==> src/rtl/core/ramx_pkg.sv <==
// shared opcodes, command and status types for the ram machine execute unit
// no dependencies; dp, ctrl and top use scoped names, the testbench imports it
`timescale 1ns / 1ps

package ramx_pkg;

    // instruction opcodes
    localparam logic [3:0] OP_ADD    = 4'd0;
    localparam logic [3:0] OP_SUB    = 4'd1;
    localparam logic [3:0] OP_MUL    = 4'd2;
    localparam logic [3:0] OP_DIV    = 4'd3;
    localparam logic [3:0] OP_MOVE   = 4'd4;
    localparam logic [3:0] OP_ILOAD  = 4'd5;
    localparam logic [3:0] OP_ISTORE = 4'd6;
    localparam logic [3:0] OP_CONST  = 4'd7;
    localparam logic [3:0] OP_JUMP   = 4'd8;
    localparam logic [3:0] OP_CJUMP  = 4'd9;
    localparam logic [3:0] OP_HALT   = 4'd10;

    // program positions are cut to this width, then to the 16-bit field
    localparam int          POSITION_WIDTH = 16;
    localparam int          POS_EFF_W      = (POSITION_WIDTH < 16) ? POSITION_WIDTH : 16;
    localparam logic [15:0] POS_MASK       = 16'((32'd1 << POS_EFF_W) - 32'd1);

    // memory port operations
    localparam logic [1:0] MEM_IDLE  = 2'd0;
    localparam logic [1:0] MEM_READ  = 2'd1;
    localparam logic [1:0] MEM_WRITE = 2'd2;
    localparam logic [1:0] MEM_CLEAR = 2'd3;

    // memory address select
    localparam logic [1:0] ASEL_SRC = 2'd0;
    localparam logic [1:0] ASEL_DST = 2'd1;
    localparam logic [1:0] ASEL_IND = 2'd2;

    // address reduction source (and target)
    localparam logic [1:0] RSEL_A1 = 2'd0;  // first operand -> source address
    localparam logic [1:0] RSEL_A2 = 2'd1;  // second operand -> destination address
    localparam logic [1:0] RSEL_VA = 2'd2;  // source word -> indirect address
    localparam logic [1:0] RSEL_VB = 2'd3;  // destination word -> destination address

    typedef struct packed {
        logic       capture;
        logic [1:0] mem_op;
        logic [1:0] addr_sel;
        logic [1:0] red_sel;
        logic       red_div_start;
        logic       red_take;
        logic       ld_va;
        logic       ld_vb;
        logic       alu_ld;
        logic       mul_init;
        logic       mul_step;
        logic       div_start;
        logic       div_take;
        logic       val_from_mem;
        logic       finish;
    } t_cmd;

    typedef struct packed {
        logic [3:0] op;
        logic       va_zero;
        logic       clr_last;
        logic       div_done;
    } t_status;

endpackage

==> src/rtl/core/ramx_ctrl.sv <==
// controller: state machine that sequences one instruction through the datapath
// uses ramx_pkg for the command/status structs and codes
`timescale 1ns / 1ps

module ramx_ctrl #(
    parameter int MEM_DEPTH  = 256,
    parameter int WORD_WIDTH = 32
) (
    input  logic              i_clk,
    input  logic              i_rst_n,
    input  logic              i_start,
    output logic              o_busy,
    output ramx_pkg::t_cmd    o_cmd,
    input  ramx_pkg::t_status i_status
);

    localparam int CW         = $clog2(WORD_WIDTH);
    localparam bit DEPTH_POW2 = ((MEM_DEPTH & (MEM_DEPTH - 1)) == 0);

    localparam logic [3:0] S_CLEAR    = 4'd0;
    localparam logic [3:0] S_IDLE     = 4'd1;
    localparam logic [3:0] S_RED_GO   = 4'd2;
    localparam logic [3:0] S_RED_WAIT = 4'd3;
    localparam logic [3:0] S_RD_A     = 4'd4;
    localparam logic [3:0] S_LD_A     = 4'd5;
    localparam logic [3:0] S_LD_B     = 4'd6;
    localparam logic [3:0] S_EXEC     = 4'd7;
    localparam logic [3:0] S_MUL      = 4'd8;
    localparam logic [3:0] S_DIV_WAIT = 4'd9;
    localparam logic [3:0] S_IND_RD   = 4'd10;
    localparam logic [3:0] S_IND_LD   = 4'd11;
    localparam logic [3:0] S_WRITE    = 4'd12;

    logic [3:0]    r_state;
    logic [3:0]    n_state;
    logic [1:0]    r_red_sel;
    logic [1:0]    n_red_sel;
    logic [CW-1:0] r_cnt;
    logic [CW-1:0] n_cnt;
    logic [3:0]    red_next;

    // where to go once an address reduction is done
    always_comb begin
        case (r_red_sel)
            ramx_pkg::RSEL_A1: red_next = S_RED_GO;
            ramx_pkg::RSEL_A2: red_next = S_RD_A;
            ramx_pkg::RSEL_VA: red_next = S_IND_RD;
            default:           red_next = S_WRITE;
        endcase
    end

    always_comb begin
        n_state        = r_state;
        n_red_sel      = r_red_sel;
        n_cnt          = r_cnt;
        o_cmd          = '0;
        o_cmd.red_sel  = r_red_sel;
        o_cmd.mem_op   = ramx_pkg::MEM_IDLE;
        o_cmd.addr_sel = ramx_pkg::ASEL_DST;
        case (r_state)
            S_CLEAR: begin
                o_cmd.mem_op = ramx_pkg::MEM_CLEAR;
                if (i_status.clr_last) begin
                    n_state = S_IDLE;
                end
            end
            S_IDLE: begin
                if (i_start) begin
                    o_cmd.capture = 1'b1;
                    n_red_sel     = ramx_pkg::RSEL_A1;
                    n_state       = S_RED_GO;
                end
            end
            S_RED_GO: begin
                if (DEPTH_POW2) begin
                    o_cmd.red_take = 1'b1;
                    n_state        = red_next;
                    if (r_red_sel == ramx_pkg::RSEL_A1) begin
                        n_red_sel = ramx_pkg::RSEL_A2;
                    end
                end else begin
                    o_cmd.red_div_start = 1'b1;
                    n_state             = S_RED_WAIT;
                end
            end
            S_RED_WAIT: begin
                if (i_status.div_done) begin
                    o_cmd.red_take = 1'b1;
                    n_state        = red_next;
                    if (r_red_sel == ramx_pkg::RSEL_A1) begin
                        n_red_sel = ramx_pkg::RSEL_A2;
                    end
                end
            end
            S_RD_A: begin
                o_cmd.mem_op   = ramx_pkg::MEM_READ;
                o_cmd.addr_sel = ramx_pkg::ASEL_SRC;
                n_state        = S_LD_A;
            end
            S_LD_A: begin
                o_cmd.ld_va    = 1'b1;
                o_cmd.mem_op   = ramx_pkg::MEM_READ;
                o_cmd.addr_sel = ramx_pkg::ASEL_DST;
                n_state        = S_LD_B;
            end
            S_LD_B: begin
                o_cmd.ld_vb = 1'b1;
                n_state     = S_EXEC;
            end
            S_EXEC: begin
                case (i_status.op)
                    ramx_pkg::OP_ADD, ramx_pkg::OP_SUB, ramx_pkg::OP_MOVE,
                    ramx_pkg::OP_CONST: begin
                        o_cmd.alu_ld = 1'b1;
                        n_state      = S_WRITE;
                    end
                    ramx_pkg::OP_ISTORE: begin
                        o_cmd.alu_ld = 1'b1;
                        n_red_sel    = ramx_pkg::RSEL_VB;
                        n_state      = S_RED_GO;
                    end
                    ramx_pkg::OP_ILOAD: begin
                        n_red_sel = ramx_pkg::RSEL_VA;
                        n_state   = S_RED_GO;
                    end
                    ramx_pkg::OP_MUL: begin
                        o_cmd.mul_init = 1'b1;
                        n_cnt          = '0;
                        n_state        = S_MUL;
                    end
                    ramx_pkg::OP_DIV: begin
                        if (i_status.va_zero) begin
                            o_cmd.finish = 1'b1;
                            n_state      = S_IDLE;
                        end else begin
                            o_cmd.div_start = 1'b1;
                            n_state         = S_DIV_WAIT;
                        end
                    end
                    default: begin
                        // jump, cjump, halt and undefined codes write nothing
                        o_cmd.finish = 1'b1;
                        n_state      = S_IDLE;
                    end
                endcase
            end
            S_MUL: begin
                o_cmd.mul_step = 1'b1;
                n_cnt          = r_cnt + 1'b1;
                if (r_cnt == CW'(WORD_WIDTH - 1)) begin
                    n_state = S_WRITE;
                end
            end
            S_DIV_WAIT: begin
                if (i_status.div_done) begin
                    o_cmd.div_take = 1'b1;
                    n_state        = S_WRITE;
                end
            end
            S_IND_RD: begin
                o_cmd.mem_op   = ramx_pkg::MEM_READ;
                o_cmd.addr_sel = ramx_pkg::ASEL_IND;
                n_state        = S_IND_LD;
            end
            S_IND_LD: begin
                o_cmd.val_from_mem = 1'b1;
                n_state            = S_WRITE;
            end
            S_WRITE: begin
                o_cmd.mem_op   = ramx_pkg::MEM_WRITE;
                o_cmd.addr_sel = ramx_pkg::ASEL_DST;
                o_cmd.finish   = 1'b1;
                n_state        = S_IDLE;
            end
            default: begin
                n_state = S_IDLE;
            end
        endcase
    end

    always_ff @(posedge i_clk) begin
        if (!i_rst_n) begin
            r_state   <= S_CLEAR;
            r_red_sel <= ramx_pkg::RSEL_A1;
            r_cnt     <= '0;
        end else begin
            r_state   <= n_state;
            r_red_sel <= n_red_sel;
            r_cnt     <= n_cnt;
        end
    end

    assign o_busy = (r_state != S_IDLE);

endmodule

==> config.mk <==
export PLATFORM = sky130hd
export DESIGN_NAME = ramx_ctrl
export DESIGN_NICKNAME = d
export VERILOG_FILES = /design/src/rtl/core/ramx_pkg.sv /design/src/rtl/core/ramx_ctrl.sv
export SDC_FILE = /design/constraint.sdc
export NUM_CORES = 1
export LEC_CHECK = 0
export BUFFER_PORTS_ARGS = -buffer_cell sky130_fd_sc_hd__buf_2
export CORE_ASPECT_RATIO = 0.8
export CORE_MARGIN = 4
export CORE_UTILIZATION = 55
export CTS_CLUSTER_SIZE = 12
export DETAILED_ROUTE_END_ITERATION = 12
export GPL_TIMING_DRIVEN = 1
export PLACE_DENSITY = 0.92
export RECOVER_POWER = 50
export SLEW_MARGIN = 0
export SYNTH_ARGS = -nofsm -noshare
export SYNTH_HDL_FRONTEND = slang
export SYNTH_SLANG_ARGS = --single-unit
==> constraint.sdc <==
create_clock -name i_clk -period 4.9 [get_ports i_clk]
set_input_delay 1.225 -clock i_clk [delete_from_list [all_inputs] [get_ports i_clk]]
set_output_delay 1.225 -clock i_clk [all_outputs]
set_load 0.05 [all_outputs]
==> summary.txt, run 1 <==
Clock network
  – Root buffer cell: clkbuf_4
  – Maximum clock path buffer count: 2
  – Post-CTS Setup Bufs: 0
  – Clock H-tree levels: 1
  – Num CTS Buffers: 3
  – Clk sinks: 11
  – CTS tree: done
  – Clock-pin slew on the worst setup and hold paths: 0.07 ns
  – Clk_lat worst skew: 0.27 ns
  – Post-CTS sizing: 0
  – CTS hold repair buffers: 0

Power
  – Power per cell area: 197 nW/um^2
  – Peak supply drop: 0.000113 V
  – Lkg Pwr: 0.478 nW

Global route
  – Initial antenna violation count: 0
  – First-pass GRT wire length: 4340 um
  – Number of global-route vias before repair: 980
  – Largest net degree at the start of global routing: 24
  – Tot GR Track Use: 21.4%
  – Gr ovfl total: 0

Floorplanning
  – Core Region: 1690 um^2
  – Die Ht: 46.7 um
  – Io pins: 29
  – Starting density of the core: 60.9%
  – Site row count: 13
  – Die area: 2640 um^2
  – Die width: 56.4 um

Cells and area
  – Layout cells sized above 1: 20.0%
  – Multi-input logic area: 686 um^2
  – Diode count: 0
  – Layout net count: 173
  – Reg area: 220 um^2
  – Commonest non-fill, non-tap cells in the layout: buf_2, nand2_1, nor2_1
  – Most common cell after layout, fill and taps aside: buf_2
  – Layout area overhead: 8.13%
  – Fill count: 160
  – Final Non-Filler Cells: 182

Drt
  – Iter 0 DRT Violations: 38
  – ANT nets after route: 0
  – Met3 Wirelength: 267 um
  – Met2 Wirelength: 1190 um
  – Vias after detailed routing: 1108
  – Per-cell routed wire length: 14.5 um
  – Max layer used: met4
  – Vias per Instance: 6.09
  – Pre-Repair DR Iteration Count: 4
  – Met1 wire length: 1160 um
  – Detailed Route WL: 2650 um
  – Residual DRC: 0

Worst setup path
  – Critical path fanouts, max: 7
  – Top cell by count, worst path: buf_2
  – CP startpoint kind: primary input
  – R2r startpoint: r_state[0]$_SDFFE_PN0P_
  – Critical path's slowest cell: a31o_2
  – Worst EP required: 3.67 ns
  – WP data arrival: 2.26 ns
  – Largest stage delay, worst path: 0.26 ns
  – Worst setup path start: i_status[4]
  – Crit path capture type: primary output
  – Crit path cell chain: buf_2 -> and2b_1 -> a31o_2 -> a31oi_1 -> nor2_1 -> buf_2
  – Worst setup path class: in -> out

Synthesis
  – Synth cell types: 49
  – Async SR Flop Fraction: 0%
  – Synthesized instance count: 141
  – Synth Register Bits: 11
  – Post-Syn Area: 1030 um^2
  – Syn_area_per_cell: 7.31 um^2
  – Top FF cell, synth: dfxtp_1
  – Syn_nets: 153
  – Post-synth EDFFs: 0
  – Seq/Total Area, Yosys: 21.4%
  – Top cells by area, synth: dfxtp_1, nand2_1, nor2_1, nor2b_1, a21oi_1
  – Dominant cell type by area after synthesis: dfxtp_1
  – Synth warn: 0
  – Yosys top cell area share: 21.4%

Worst hold path
  – Min-delay worst type: reg -> reg
  – Worst hold start: r_red_sel[1]$_SDFFE_PN0P_

STA
  – Fin crit period: 3.48 ns
  – Tightest Pin Transition: 0.725 ns
  – Fin. max-slew vios: 0
  – Setup tns final: 0 ns
  – Hold WS: 0.526 ns
  – Slew Limit Headroom: 51.6%
  – Unrepaired setup endpoints after global routing: no
  – Clock Skews: 0.00263 ns
  – Final setup viols: 0
  – Final Cycle Share: 71.1%
  – Fmax: 287 MHz
  – Hold Violations, Final: 0

Place
  – Placed insts: 178
  – Hpwl dp: 1960 um
  – # port buffers: 27
  – GP Congestion: 0.900

Run status
  – Status: complete, no violations

Flow run
  – Max-cap viol count: 0
==> sequential cells by signal, summed over array words and instances (netlist names) <==
| name | count |
|---|---|
| r_red_sel | 2 |
| r_state | 4 |
| r_cnt | 5 |
==> logic make-up (layout without fill, tap and decap cells) <==
| logic type | after synthesis | in the layout | synth area share (%) |
|---|---|---|---|
| compound gates | 41 | 41 | 29.2 |
| flops | 11 | 11 | 21.4 |
| xor+xnor | 3 | 3 | 2.55 |
| other cells | 1 | 1 | 0.364 |
| mux | 2 | 2 | 1.94 |
| fa+ha+maj | 2 | 2 | 2.43 |
| buf+inv | 18 | 37 | 8.86 |
| simple gates | 63 | 63 | 33.3 |
==> critical path, delay by kind of cell <==
family,cells,cell delay [ns]
buf+inv,2,0.35
compound gates,2,0.43
simple gates,2,0.25
==> synth_stat cells (3+ instances only) <==
cell and instances:
buf_2 3, xnor2_1 3, nor2_1 15, nor3_1 3, dfxtp_1 11, and3_1 3
inv_1 4, a21oi_1 9, o21ai_0 6, nand2_1 18, nor2b_1 8, buf_4 3
o22ai_1 3, clkbuf_1 5
==> where the power goes <==
group          switching, mW  leakage, nW  internal, mW
Sequential           0.00686       0.0889        0.0907
Combinational         0.0395        0.374        0.0195
Clock                 0.0319       0.0150        0.0316
==> metal layers <==
layer / track usage [%] / up-vias
met1: 27.5 / 506
li1: - / 545
met4: 5.21 / 0
met5: 0 / -
met3: 5.32 / 4
met2: 37.1 / 53
==> metrics by stage <==
| stage | power [mW] | utilization [%] | worst slack (ns) | area (um^2) |
|---|---|---|---|---|
| 2_1_floorplan | 0.147 | - | 0.925 | 1030 |
| 3_3_place_gp | 0.157 | 66.6 | 1.41 | 1130 |
| 3_5_place_dp | 0.159 | 66.6 | 1.39 | 1130 |
| 4_1_cts | 0.221 | 68.1 | 1.38 | 1150 |
| 5_1_grt | 0.232 | 65.9 | 1.36 | 1110 |
| 6_report | 0.220 | 65.9 | 1.42 | 1110 |
==> area by class of cell <==
cell class / count / share of cell area [%]
Clock buffer: 4 / 2.36
Multi-Input combinational cell: 112 / 61.5
Tap cell: 22 / 2.47
Timing Repair Buffer: 27 / 11.8
Sequential cell: 11 / 19.8
Inverter: 6 / 2.13
==> worst paths after layout <==
check | endpoint | slack [ns] | cells after the start
max | o_cmd[0] | 1.42 | 6
min | r_red_sel[1]$_SDFFE_PN0P_ | 0.53 | 2
min reg2reg | r_red_sel[1]$_SDFFE_PN0P_ | 0.53 | 2
max reg2reg | r_cnt[2]$_SDFFE_PN0P_ | 2.77 | 5
Power figures use the tool's default switching activity.
==> run 2, diff against run 1 <==
CORE_UTILIZATION = 51   (was 55)
PLACE_DENSITY = 0.86   (was 0.92)
clock period = 3.5 ns   (was 4.9 ns; I/O delays follow)
==> summary.txt, run 2 (synthesized netlist as in run 1, its figures left out) <==
Power
  – Lkg Pwr: 0.495 nW (+3.7%)
  – Peak supply drop: 0.000327 V (+190%)
  – Internal: 201 uW (+42%)
  – Sw frac: 35.0% (-0.61 points)
  – Clock share of power: 27.9% (-1.0 points)
  – Power per cell area: 270 nW/um^2 (+37%)
  – Switch Pwr: 108 uW (+38%)
  – Reg power frac: 41.4% (-2.9 points)
  – Gate power share: 30.6% (+3.8 points)

Drt
  – Vias per Instance: 6.16 (+1.1%)
  – ANT nets after route: 0 (unchanged)
  – Per-cell routed wire length: 14.4 um (-1.2%)
  – Residual DRC: 0 (unchanged)
  – Iter 0 DRT Violations: 115 (+200%)
  – Pre-Repair DR Iteration Count: 4 (unchanged)
  – Detailed Route WL: 2690 um (+1.5%)
  – Vias after detailed routing: 1151 (+3.9%)

STA
  – Slew Limit Headroom: 59.6% (+8.0 points)
  – Setup tns final: 0 ns (unchanged)
  – Hold Violations, Final: 0 (unchanged)
  – Fmax: 350 MHz
  – Final Cycle Share: 81.7%
  – Fin crit period: 2.86 ns
  – Final setup viols: 0 (unchanged)
  – Clock Skews: 0.00493 ns (+0.00230 ns)
  – Unrepaired setup endpoints after global routing: no
  – Tightest Pin Transition: 0.609 ns (-0.116 ns)
  – Fin. max-slew vios: 0 (unchanged)

Global route
  – Largest net degree at the start of global routing: 22 (-8.3%)
  – First-pass GRT wire length: 4400 um (+1.3%)
  – Number of global-route vias before repair: 1007 (+2.8%)
  – Gr ovfl total: 0 (unchanged)
  – Initial antenna violation count: 0 (unchanged)
  – Tot GR Track Use: 20.7% (-0.73 points)

Cells and area
  – Most common cell after layout, fill and taps aside: buf_2
  – Number of flip-flops under the largest register name: 5 (unchanged)
  – Top flop regs: r_cnt: 5 flops, r_state: 4 flops, r_red_sel: 2 flops
  – Layout area overhead: 11.0%
  – Layout cells sized above 1: 22.1% (+2.1 points)
  – Layout net count: 176 (+1.7%)
  – Commonest non-fill, non-tap cells in the layout: buf_2, nand2_1, nor2_1
  – Top reg by flops: r_cnt
  – Util after Layout: 60.5% (-5.4 points)
  – Diode count: 0 (unchanged)

Clock network
  – Post-CTS Setup Bufs: 0 (unchanged)
  – Clk_lat worst skew: 0.27 ns (about the same)
  – Post-CTS sizing: 0 (unchanged)
  – Clock-pin slew on the worst setup and hold paths: 0.07 ns (about the same)
  – Num CTS Buffers: 3 (unchanged)
  – Clk sinks: 11 (unchanged)
  – Clock H-tree levels: 1 (unchanged)
  – CTS hold repair buffers: 0 (unchanged)
  – Maximum clock path buffer count: 2 (unchanged)
  – Root buffer cell: clkbuf_4
  – CTS tree: done

Worst setup path
  – Critical path fanouts, max: 16 (+9)
  – WP data arrival: 1.99 ns (-0.27 ns)
  – Worst setup path class: reg -> out
  – CP startpoint kind: flop
  – Crit path capture type: primary output
  – Worst EP required: 2.62 ns (-1.05 ns)

Floorplanning
  – Die Ht: 48.2 um (+3.2%)
  – Die width: 58.3 um (+3.3%)
  – Core Region: 1890 um^2 (+12%)
  – Site row count: 14 (+1)
  – Io pins: 29 (unchanged)
  – Starting density of the core: 54.5% (-6.4 points)
  – Die area: 2810 um^2 (+6.6%)

Place
  – # port buffers: 27 (unchanged)
  – Hpwl dp: 2070 um (+5.6%)
  – GP Congestion: 0.921 (+2.3%)

Worst hold path
  – Min-delay worst type: reg -> reg

Flow run
  – Max-cap viol count: 0 (unchanged)

Run status
  – Status: complete, no violations
==> run 2: changes by cell type in the layout (fill, tap and decap cells not counted), sizes merged <==
cell / change
buf: +3
==> run 2: path summary, 6_finish.rpt <==
path / slack, ns / depth (start not counted) / to / start
setup reg to reg: 1.49 / 5 / r_cnt[3]$_SDFFE_PN0P_ / r_state[2]$_SDFFE_PN0P_
setup / recovery: 0.64 / 4 / o_cmd[6] / r_state[2]$_SDFFE_PN0P_
hold / removal: 0.51 / 2 / r_red_sel[1]$_SDFFE_PN0P_ / r_red_sel[1]$_SDFFE_PN0P_
hold reg to reg: 0.51 / 2 / r_red_sel[1]$_SDFFE_PN0P_ / r_red_sel[1]$_SDFFE_PN0P_
==> run 2: worst max-delay path: stages, from the launching register on <==
cell      delay (ns)
dfxtp_1         0.65
and4b_1         0.43
nand2_1         0.14
a211oi_1        0.21
buf_2           0.29
==> run 2: layer usage <==
metal / wire, um / vias up / global-route usage, %
li1: - / 552 / -
met1: 1190 / 543 / 26.3
met2: 1230 / 50 / 33.6
met3: 226 / 6 / 6.35
met4: 37 / 0 / 7.87
met5: 0 / - / 0
==> run 2: area by class of cell <==
type / count / area (um^2)
Fill cell: 176 / 747
Clock buffer: 4 / 26.3
Inverter: 6 / 23.8
Multi-Input combinational cell: 112 / 691
Tap cell: 24 / 30.0
Sequential cell: 11 / 220
Timing Repair Buffer: 30 / 154
==> run 2: power by group through the flow <==
stage | logic (mW) | clock network (mW) | registers [mW]
after floorplan | 0.0738 | 0 | 0.131
after global placement | 0.0922 | 0 | 0.131
after detailed placement | 0.0949 | 0 | 0.131
after CTS | 0.0953 | 0.0880 | 0.128
after global routing | 0.102 | 0.0978 | 0.128
final | 0.0945 | 0.0863 | 0.128
==> run 2: per-stage QoR <==
| stage | hold slack (ns) | setup slack [ns] | total power [mW] | std cells | area, um^2 |
|---|---|---|---|---|---|
| 3_3_place_gp | 0.487 | 0.720 | 0.223 | 183 | 1150 |
| 3_5_place_dp | 0.494 | 0.691 | 0.226 | 183 | 1150 |
| 5_1_grt | 0.540 | 0.510 | 0.328 | 187 | 1140 |
| 4_1_cts | 0.505 | 0.578 | 0.311 | 187 | 1180 |
| 2_1_floorplan | 0.495 | 0.225 | 0.205 | 141 | 1030 |
| 6_report | 0.512 | 0.640 | 0.309 | 187 | 1140 |
